## src/rtl/cose_pkg.sv

```systemverilog
`timescale 1ns / 1ps

package cose_pkg;

   localparam int SAMPLE_TIME = 1;

   localparam int SAT_LIMIT   = 17179869;
   localparam int SCALE_MUL   = 125;
   localparam int SCALE_SHIFT = 14;
   localparam int SCALE_BIAS  = (1 << SCALE_SHIFT) - 1;
   localparam int CAP_MUL     = 5;
   localparam int CAP_ROUND   = 16;
   localparam int CAP_SHIFT   = 5;
   localparam int DIV10_MUL   = 52429;
   localparam int DIV10_SHIFT = 19;
   localparam int STOP_LIMIT  = 5000;
   localparam int MASS_MAX    = 65535;

   localparam int MUL_A_W = 34;
   localparam int MUL_B_W = 18;
   localparam int PROD_W  = MUL_A_W + MUL_B_W;

   localparam logic [2:0] REG_LOW_SET      = 3'd0;
   localparam logic [2:0] REG_LOW_RELEASE  = 3'd1;
   localparam logic [2:0] REG_HIGH_SET     = 3'd2;
   localparam logic [2:0] REG_HIGH_RELEASE = 3'd3;
   localparam logic [2:0] REG_FLOW_FACTORS = 3'd4;
   localparam logic [2:0] REG_STALL_OFFSET = 3'd5;
   localparam logic [2:0] REG_INIT_CAP     = 3'd6;

   typedef enum logic [2:0] {
      S_IDLE,
      S_CAP,
      S_FLOW,
      S_TIME,
      S_SCALE,
      S_UPDATE,
      S_DIV,
      S_DONE
   } state_type;

endpackage

```

## src/rtl/catalyst_oxygen_store_estimator.sv

```systemverilog
`timescale 1ns / 1ps

// Catalyst oxygen-store estimator. One request word per sample tick; each word
// steps from idle through S_CAP to S_DONE, as the single shared 34x18 multiplier
// handles in turn the capacity scale, factor*flow (or stall offset*5), the
// sample-time product, the 125/16384 scaling and the divide by ten. The response
// word is registered and becomes valid as the word leaves S_DONE. req_stall is
// high while a word is in work; a finished word waits in its last step while
// the previous response word has not been taken, and the response fields are
// held in output registers until taken. Configuration writes are accepted only
// while no word is in work.
module catalyst_oxygen_store_estimator (
   input  logic        clock,
   input  logic        reset,

   input  logic        req_valid,
   output logic        req_stall,
   input  logic        req_upstream_heat_ok,
   input  logic        req_downstream_heat_ok,
   input  logic        req_engine_running,
   input  logic        req_upstream_rich,
   input  logic        req_downstream_rich,
   input  logic [15:0] req_exhaust_flow,
   input  logic [15:0] req_probe_voltage,
   input  logic [15:0] req_capacity_estimate,

   output logic        rsp_valid,
   input  logic        rsp_stall,
   output logic [12:0] rsp_stored_now,
   output logic [12:0] rsp_stop_mass,
   output logic [15:0] rsp_restart_mass,
   output logic        rsp_low_flag,
   output logic        rsp_high_flag,
   output logic [15:0] rsp_normal_estimate,

   input  logic        csr_valid,
   output logic        csr_ready,
   input  logic [2:0]  csr_index,
   input  logic [31:0] csr_data
);

   cose_pkg::state_type state_ff, state_in;

   logic [15:0] low_set_ff, low_rel_ff, high_set_ff, high_rel_ff;
   logic [31:0] factors_ff;
   logic [15:0] stall_off_ff;

   logic        heat_ff, run_ff, up_rich_ff, dn_rich_ff;
   logic [15:0] flow_ff, volt_ff, cap_ff;

   logic signed [cose_pkg::PROD_W-1:0] p_ff, p_in;
   logic [13:0] lim_ff, lim_in;
   logic        sat_hi_ff, sat_hi_in, sat_lo_ff, sat_lo_in;

   logic [15:0] norm_ff, norm_in;
   logic [15:0] err_ff, err_in;
   logic        low_ff, low_in, high_ff, high_in;
   logic [15:0] last_volt_ff, last_volt_in;
   logic        was_run_ff, was_run_in;
   logic [12:0] stop_ff, stop_in;
   logic [15:0] restart_ff, restart_in;

   logic        rsp_valid_ff, rsp_valid_in;
   logic [12:0] out_stored_ff;
   logic        out_low_ff, out_high_ff;
   logic [15:0] out_norm_ff;
   logic        out_load;

   logic signed [cose_pkg::MUL_A_W-1:0] mul_a;
   logic signed [cose_pkg::MUL_B_W-1:0] mul_b;
   logic signed [cose_pkg::PROD_W-1:0]  mul_p;

   logic [1:0]                          fac_idx;
   logic signed [7:0]                   fac;
   logic signed [cose_pkg::PROD_W-1:0]  biased;
   logic signed [cose_pkg::PROD_W-1:0]  quot;
   logic signed [18:0]                  sum;
   logic signed [22:0]                  diff;
   logic                                low_set_hit, high_set_hit;
   logic [15:0]                         sel;
   logic [12:0]                         stored;
   logic [16:0]                         times_ten;
   logic [19:0]                         init_scaled;
   logic                                accept;

   assign accept    = req_valid && !req_stall;
   assign req_stall = (state_ff != cose_pkg::S_IDLE);
   assign csr_ready = (state_ff == cose_pkg::S_IDLE);

   assign fac_idx = {~dn_rich_ff, ~up_rich_ff};
   assign fac     = factors_ff[{fac_idx, 3'b000} +: 8];

   assign mul_p = mul_a * mul_b;

   assign init_scaled = ({4'd0, csr_data[15:0]} << 2) + {4'd0, csr_data[15:0]};

   always_comb begin
      state_in     = state_ff;
      p_in         = p_ff;
      lim_in       = lim_ff;
      sat_hi_in    = sat_hi_ff;
      sat_lo_in    = sat_lo_ff;
      norm_in      = norm_ff;
      err_in       = err_ff;
      low_in       = low_ff;
      high_in      = high_ff;
      last_volt_in = last_volt_ff;
      was_run_in   = was_run_ff;
      stop_in      = stop_ff;
      restart_in   = restart_ff;
      rsp_valid_in = rsp_valid_ff && rsp_stall;
      out_load     = 1'b0;
      mul_a        = '0;
      mul_b        = '0;

      biased = p_ff + ((p_ff < 0) ? cose_pkg::PROD_W'(cose_pkg::SCALE_BIAS) : '0);
      quot   = biased >>> cose_pkg::SCALE_SHIFT;
      sum    = $signed({3'b000, norm_ff}) + $signed(quot[18:0]);
      diff   = $signed({2'b00, norm_ff, 5'b00000}) - $signed(p_ff[22:0]);

      low_set_hit  = (volt_ff <= low_set_ff) && (last_volt_ff > low_set_ff);
      high_set_hit = (volt_ff >= high_set_ff) && (last_volt_ff < high_set_ff);

      sel = (low_ff || high_ff) ? err_ff : norm_ff;
      if (sel >= {2'b00, lim_ff}) begin
         sel = {2'b00, lim_ff};
      end
      stored    = p_ff[cose_pkg::DIV10_SHIFT +: 13];
      times_ten = ({4'd0, stored} << 3) + ({4'd0, stored} << 1);

      unique case (state_ff)
         cose_pkg::S_IDLE: begin
            if (accept) begin
               state_in = cose_pkg::S_CAP;
            end
         end
         cose_pkg::S_CAP: begin
            mul_a    = $signed({18'd0, cap_ff});
            mul_b    = cose_pkg::MUL_B_W'(cose_pkg::CAP_MUL);
            p_in     = mul_p;
            state_in = cose_pkg::S_FLOW;
         end
         cose_pkg::S_FLOW: begin
            lim_in = 14'((p_ff[19:0] + 20'(cose_pkg::CAP_ROUND)) >> cose_pkg::CAP_SHIFT);
            if (run_ff) begin
               mul_a = $signed({18'd0, flow_ff});
               mul_b = {{(cose_pkg::MUL_B_W - 8){fac[7]}}, fac};
            end else begin
               mul_a = $signed({18'd0, stall_off_ff});
               mul_b = cose_pkg::MUL_B_W'(cose_pkg::CAP_MUL);
            end
            p_in     = mul_p;
            state_in = cose_pkg::S_TIME;
         end
         cose_pkg::S_TIME: begin
            mul_a    = p_ff[cose_pkg::MUL_A_W-1:0];
            mul_b    = run_ff ? cose_pkg::MUL_B_W'(cose_pkg::SAMPLE_TIME)
                              : cose_pkg::MUL_B_W'(1);
            p_in     = mul_p;
            state_in = cose_pkg::S_SCALE;
         end
         cose_pkg::S_SCALE: begin
            sat_hi_in = (p_ff >= cose_pkg::PROD_W'(cose_pkg::SAT_LIMIT));
            sat_lo_in = (p_ff <= -cose_pkg::PROD_W'(cose_pkg::SAT_LIMIT));
            mul_a     = p_ff[cose_pkg::MUL_A_W-1:0];
            mul_b     = run_ff ? cose_pkg::MUL_B_W'(cose_pkg::SCALE_MUL)
                               : cose_pkg::MUL_B_W'(1);
            p_in      = mul_p;
            state_in  = cose_pkg::S_UPDATE;
         end
         cose_pkg::S_UPDATE: begin
            if (heat_ff) begin
               if (run_ff) begin
                  priority if (sat_hi_ff) begin
                     norm_in = 16'(cose_pkg::MASS_MAX);
                  end else if (sat_lo_ff) begin
                     norm_in = '0;
                  end else if (sum < 0) begin
                     norm_in = '0;
                  end else if (sum > 19'sd65535) begin
                     norm_in = 16'(cose_pkg::MASS_MAX);
                  end else begin
                     norm_in = sum[15:0];
                  end
               end else begin
                  norm_in = (diff < 0) ? '0 : diff[20:5];
               end
               priority if (volt_ff > high_set_ff) begin
                  err_in = '0;
               end else if (volt_ff <= low_set_ff) begin
                  err_in = {2'b00, lim_ff};
               end else begin
                  err_in = err_ff;
               end
            end
            low_in  = (low_ff || low_set_hit) &&
                      !((volt_ff >= low_rel_ff) && (!low_ff || last_volt_ff < low_rel_ff));
            high_in = (high_ff || high_set_hit) &&
                      !((volt_ff <= high_rel_ff) && (!high_ff || last_volt_ff > high_rel_ff));
            last_volt_in = volt_ff;
            state_in     = cose_pkg::S_DIV;
         end
         cose_pkg::S_DIV: begin
            mul_a    = $signed({18'd0, sel});
            mul_b    = cose_pkg::MUL_B_W'(cose_pkg::DIV10_MUL);
            p_in     = mul_p;
            state_in = cose_pkg::S_DONE;
         end
         cose_pkg::S_DONE: begin
            if (!(rsp_valid_ff && rsp_stall)) begin
               if (run_ff && !was_run_ff) begin
                  stop_in    = (stored > 13'(cose_pkg::STOP_LIMIT)) ?
                               13'(cose_pkg::STOP_LIMIT) : stored;
                  restart_in = (times_ten > 17'(cose_pkg::MASS_MAX)) ?
                               16'(cose_pkg::MASS_MAX) : times_ten[15:0];
               end
               was_run_in   = run_ff;
               out_load     = 1'b1;
               rsp_valid_in = 1'b1;
               state_in     = cose_pkg::S_IDLE;
            end
         end
         default: begin
            state_in = cose_pkg::S_IDLE;
         end
      endcase

      // start value loads the estimate
      if (csr_valid && csr_ready && (csr_index == cose_pkg::REG_INIT_CAP)) begin
         norm_in = {1'b0, init_scaled[19:cose_pkg::CAP_SHIFT]};
      end
   end

   always_ff @(posedge clock) begin
      if (reset) begin
         state_ff     <= cose_pkg::S_IDLE;
         rsp_valid_ff <= 1'b0;
         low_set_ff   <= '0;
         low_rel_ff   <= '0;
         high_set_ff  <= 16'(cose_pkg::MASS_MAX);
         high_rel_ff  <= 16'(cose_pkg::MASS_MAX);
         factors_ff   <= '0;
         stall_off_ff <= '0;
         norm_ff      <= '0;
         err_ff       <= '0;
         low_ff       <= 1'b0;
         high_ff      <= 1'b0;
         last_volt_ff <= '0;
         was_run_ff   <= 1'b0;
         stop_ff      <= '0;
         restart_ff   <= '0;
      end else begin
         state_ff     <= state_in;
         rsp_valid_ff <= rsp_valid_in;
         norm_ff      <= norm_in;
         err_ff       <= err_in;
         low_ff       <= low_in;
         high_ff      <= high_in;
         last_volt_ff <= last_volt_in;
         was_run_ff   <= was_run_in;
         stop_ff      <= stop_in;
         restart_ff   <= restart_in;
         if (csr_valid && csr_ready) begin
            unique case (csr_index)
               cose_pkg::REG_LOW_SET:      low_set_ff   <= csr_data[15:0];
               cose_pkg::REG_LOW_RELEASE:  low_rel_ff   <= csr_data[15:0];
               cose_pkg::REG_HIGH_SET:     high_set_ff  <= csr_data[15:0];
               cose_pkg::REG_HIGH_RELEASE: high_rel_ff  <= csr_data[15:0];
               cose_pkg::REG_FLOW_FACTORS: factors_ff   <= csr_data;
               cose_pkg::REG_STALL_OFFSET: stall_off_ff <= csr_data[15:0];
               default: begin
               end
            endcase
         end
      end
   end

   always_ff @(posedge clock) begin
      p_ff      <= p_in;
      lim_ff    <= lim_in;
      sat_hi_ff <= sat_hi_in;
      sat_lo_ff <= sat_lo_in;
      if (accept) begin
         heat_ff    <= req_upstream_heat_ok && req_downstream_heat_ok;
         run_ff     <= req_engine_running;
         up_rich_ff <= req_upstream_rich;
         dn_rich_ff <= req_downstream_rich;
         flow_ff    <= req_exhaust_flow;
         volt_ff    <= req_probe_voltage;
         cap_ff     <= req_capacity_estimate;
      end
      if (out_load) begin
         out_stored_ff <= stored;
         out_low_ff    <= low_ff;
         out_high_ff   <= high_ff;
         out_norm_ff   <= norm_ff;
      end
   end

   assign rsp_valid           = rsp_valid_ff;
   assign rsp_stored_now      = out_stored_ff;
   assign rsp_stop_mass       = stop_ff;
   assign rsp_restart_mass    = restart_ff;
   assign rsp_low_flag        = out_low_ff;
   assign rsp_high_flag       = out_high_ff;
   assign rsp_normal_estimate = out_norm_ff;

`ifndef NO_ASSERTIONS
   a_accept_starts : assert property (@(posedge clock) disable iff (reset)
      accept |=> state_ff == cose_pkg::S_CAP)
      else $error("accepted word did not start the sequencer");

   a_done_delivers : assert property (@(posedge clock) disable iff (reset)
      (state_ff == cose_pkg::S_DONE && !(rsp_valid_ff && rsp_stall)) |=>
      (rsp_valid_ff && state_ff == cose_pkg::S_IDLE))
      else $error("finished word not presented");

   a_stop_limit : assert property (@(posedge clock) disable iff (reset)
      stop_ff <= 13'(cose_pkg::STOP_LIMIT))
      else $error("stop mass above limit");

   a_stall_no_rise : assert property (@(posedge clock) disable iff (reset)
      (state_ff == cose_pkg::S_UPDATE && heat_ff && !run_ff) |=>
      norm_ff <= $past(norm_ff))
      else $error("stalled update raised the estimate");

   a_rsp_hold : assert property (@(posedge clock) disable iff (reset)
      (rsp_valid_ff && rsp_stall) |=>
      (rsp_valid_ff && $stable(out_norm_ff) && $stable(out_stored_ff) &&
       $stable(stop_ff)))
      else $error("stalled response word changed");
`endif

endmodule
```

## config.mk

```make
export PLATFORM = sky130hd
export DESIGN_NAME = catalyst_oxygen_store_estimator
export DESIGN_NICKNAME = d
export VERILOG_FILES = /design/src/rtl/cose_pkg.sv /design/src/rtl/catalyst_oxygen_store_estimator.sv
export SDC_FILE = /design/constraint.sdc
export NUM_CORES = 2
export LEC_CHECK = 0
export ABC_CLOCK_PERIOD_IN_PS = 11500
export BUFFER_PORTS_ARGS = -buffer_cell sky130_fd_sc_hd__buf_2
export CORE_MARGIN = 3
export CORE_UTILIZATION = 65
export CTS_CLUSTER_SIZE = 25
export DETAILED_ROUTE_END_ITERATION = 6
export PLACE_DENSITY = 0.82
export SYNTH_ARGS = -nofsm -noshare
export SYNTH_HDL_FRONTEND = slang
export SYNTH_SLANG_ARGS = --single-unit
export TNS_END_PERCENT = 1
```

## constraint.sdc

```tcl
create_clock -name clock -period 11.5 [get_ports clock]
set_input_delay 2.3 -clock clock [delete_from_list [all_inputs] [get_ports clock]]
set_output_delay 2.3 -clock clock [all_outputs]
set_load 0.03 [all_outputs]
```

==> flow_summary.yaml <==
die:
  initial_core_util_pct: 66.2
  io_pins: 156
  die_h_um: 252
  die_x_um: 252
  die-area_sq_um: 63700
  core_area_sq_um: 59600
  num_rows: 89
clock_tree:
  htreeDepth: 2
  cts_buffers: 39
  cts_tree: "done"
  cts_buffer_depth: 3
  clockRootBuffer: "clkbuf_16"
  postCtsSetupBuffers: 0
  cts.sinks: 345
  cts_resized: 0
  insertion_delay_ns: 0.61
  hold_buffers: 0
  path_clk_slew_ns: 0.06
worst_hold_path:
  worstHoldPathCells: 2
  min-delay-start: "stall_off_ff[8]"
  hp-class: "reg2reg"
  worstHoldEndpoint: "stall_off_ff[8]"
sta:
  setup_viol: 0
  slew_headroom_pct: 13.2
  rsz0062_at_grt: "false"
  hold_viol_final: 0
  tightest_slew_ns: 1.30
  finalCriticalPeriod_ns: 10.83
  fmax_mhz: 92.4
  report.final.slew_viol_count: 0
  fin_setup_tns_ns: 0
  period_share_pct: 94.2
  skew_ns: 0.0559
finish:
  final-seq-area_sq_um: 8420
  multi_input_area_sq_um: 28300
  fin_cells: 5362
  drive_gt1_share_pct: 8.30
  syn2layout_area_growth_pct: 9.43
  layout.cells.most_common: "inv_1"
  final_nets: 5565
  fill_cells: 4400
  design_area_sq_um: 43200
  layout_common_cells: "inv_1 (799), fa_1 (554), nand2_1 (466), ha_1 (361), a21oi_1 (282)"
worst_setup_path:
  worstPathRequired_ns: 11.81
  cp.buffers_inverters: 5
  cpPeakStageDelay_ns: 0.98
  worst_r2r_endpoint: "p_ff[49]"
  reg2reg_depth: 33
  crit_type: "reg2reg"
  critPathMaxFanout: 13
  slowest_stage: "o221ai_1"
  rrSetupSlack_ns: 0.67
  end_kind: "flop"
  cp_data_arrival_time_ns: 11.14
  regToRegStartpoint: "high_ff"
  cp_top_family: "compound AO/OA/AOI/OAI gates"
  start_kind: "flop"
global_routing:
  grt_max_degree: 129
  grt_pass1_vias: 32400
  gr-usage-all-layers_pct: 35.0
  antenna_found_initial: 2
  grt_overflow: 0
  grt_pass1_wl_um: 174000
placement:
  io_buffers: 155
  dp_hpwl_um: 85000
  placedInstanceArea_sq_um: 41900
  globalplace.congestion: 1.02
  dp.cells: 5289
power_and_ir_drop:
  fin_total_pwr_mw: 9.73
  ir_drop_v: 0.000326
  power.leakage_nw: 20.8
  cellPowerDensity_nw_per_um2: 225
synth:
  yosys_warnings: 0
  synth_ff_type: "dfxtp_1"
  synth.area.mux_share_pct: 2.07
  ys_seq_area_share_pct: 21.3
  synthXorXnorAreaFrac_pct: 3.11
  synth_area_sq_um: 39500
  synth_edf_count: 151
  syn_area_per_cell_sq_um: 9.30
  synth_compound_area_share_pct: 12.1
  synthAdderAreaFrac_pct: 39.6
  synth-simple-area-share_pct: 12.6
  synthArstFlopShare_pct: 0
  yosys.cell_types.count: 95
  synth_seq_cells: 345
  syn_inst: 4242
  synth_top_family_by_area: "adder cells"
drt:
  wl_per_cell_um: 20.2
  totalWireLength_um: 108000
  drt_drc_violations_left: 0
  via_count: 31200
  vias_per_cell: 5.82
  drtAntennaViolNets: 0
  dr.pass1.iters: 6
  drt_iter0_markers: 2547
flow_run:
  cap_violations: 0
run_status:
  status: "finished, final reports clean"
==> layer usage <==
layer  GRT usage, %  routed length, um  vias up
li1               -                  -    14200
met1           46.3              42500    15100
met2           56.0              49900     1481
met3           6.55              10200      356
met4           16.8               5890        2
met5              0                 13        -
==> worst min-delay path: stages, from the launching register on <==
cell and delay, ns:
dfxtp_1 0.30, nand2_1 0.05, a21oi_1 0.05
==> how the worst max path moves through the flow <==
stage,startpoint,end,cells past startpoint
finish,high_ff,p_ff[49],33
CTS,high_ff,p_ff[49],33
global route,high_ff,p_ff[49],33
detailed placement,high_ff,p_ff[49],31
floorplan,high_ff,p_ff[45],33
global placement,high_ff,p_ff[49],33
==> cell families (layout without fill, tap and decap cells) <==
group	after synthesis	count (layout)
flops	345	345
fa+ha+maj	917	917
buf+inv	954	1086
other cells	2	217
simple gates	1078	1078
xor+xnor	140	140
compound gates	736	736
mux	70	70
==> report_power, final <==
| group | switching [mW] | total [mW] | leakage (nW) | internal (mW) |
|---|---|---|---|---|
| sequential | 0.261 | 1.96 | 3.00 | 1.70 |
| clock | 0.581 | 1.27 | 0.610 | 0.690 |
| combinational | 3.82 | 6.51 | 17.2 | 2.68 |
| total | 4.67 | 9.73 | 20.8 | 5.07 |
==> cell usage after synthesis (27+ instances only) <==
cell        n  area share [%]
inv_1     799             7.6
fa_1      554              28
nand2_1   466             4.4
ha_1      361              11
a21oi_1   283             3.6
nor2_1    234             2.2
dfxtp_1   194             9.8
edfxtp_1  151              11
clkbuf_1  131             1.2
xnor2_1   103             2.3
o21ai_0    98             1.2
a21o_1     95             1.8
nand3_1    76            0.96
nor3_1     48            0.61
nand4_1    39            0.62
xor2_1     37            0.82
nand2b_1   34            0.54
mux2_2     33            0.94
o21a_1     32            0.61
mux2i_1    31            0.79
a211oi_1   30            0.57
nor2b_1    30            0.48
and3_1     29            0.46
and2_1     27            0.43
==> through the flow <==
step | utilization [%] | worst slack [ns] | hold WS [ns]
after floorplan | - | 2.25 | 0.433
after global placement | 70.4 | 1.21 | 0.439
after detailed placement | 70.4 | 0.990 | 0.444
after CTS | 72.5 | 0.894 | 0.452
final | 72.5 | 0.672 | 0.451
after global routing | 72.5 | 0.175 | 0.473
==> final cells by class <==
cell class,instances,share of cell area [%]
antenna,1,0.00579
inverter,801,6.96
tap,773,2.24
clock buffer,56,2.58
clock inverter,16,0.359
timing repair buffer,213,2.82
multi-input combinational,3157,65.5
sequential,345,19.5
==> state kept, by name, indices dropped and copies added (netlist names), 16 cells and up <==
| signal | flops |
|---|---|
| p_ff | 52 |
| factors_ff | 32 |
| cap_ff | 16 |
| flow_ff | 16 |
| high_rel_ff | 16 |
| high_set_ff | 16 |
| last_volt_ff | 16 |
| low_rel_ff | 16 |
| low_set_ff | 16 |
| norm_ff | 16 |
| rsp_normal_estimate | 16 |
| rsp_restart_mass | 16 |
| stall_off_ff | 16 |
| volt_ff | 16 |
No activity file was read; power rests on OpenSTA's default activity.
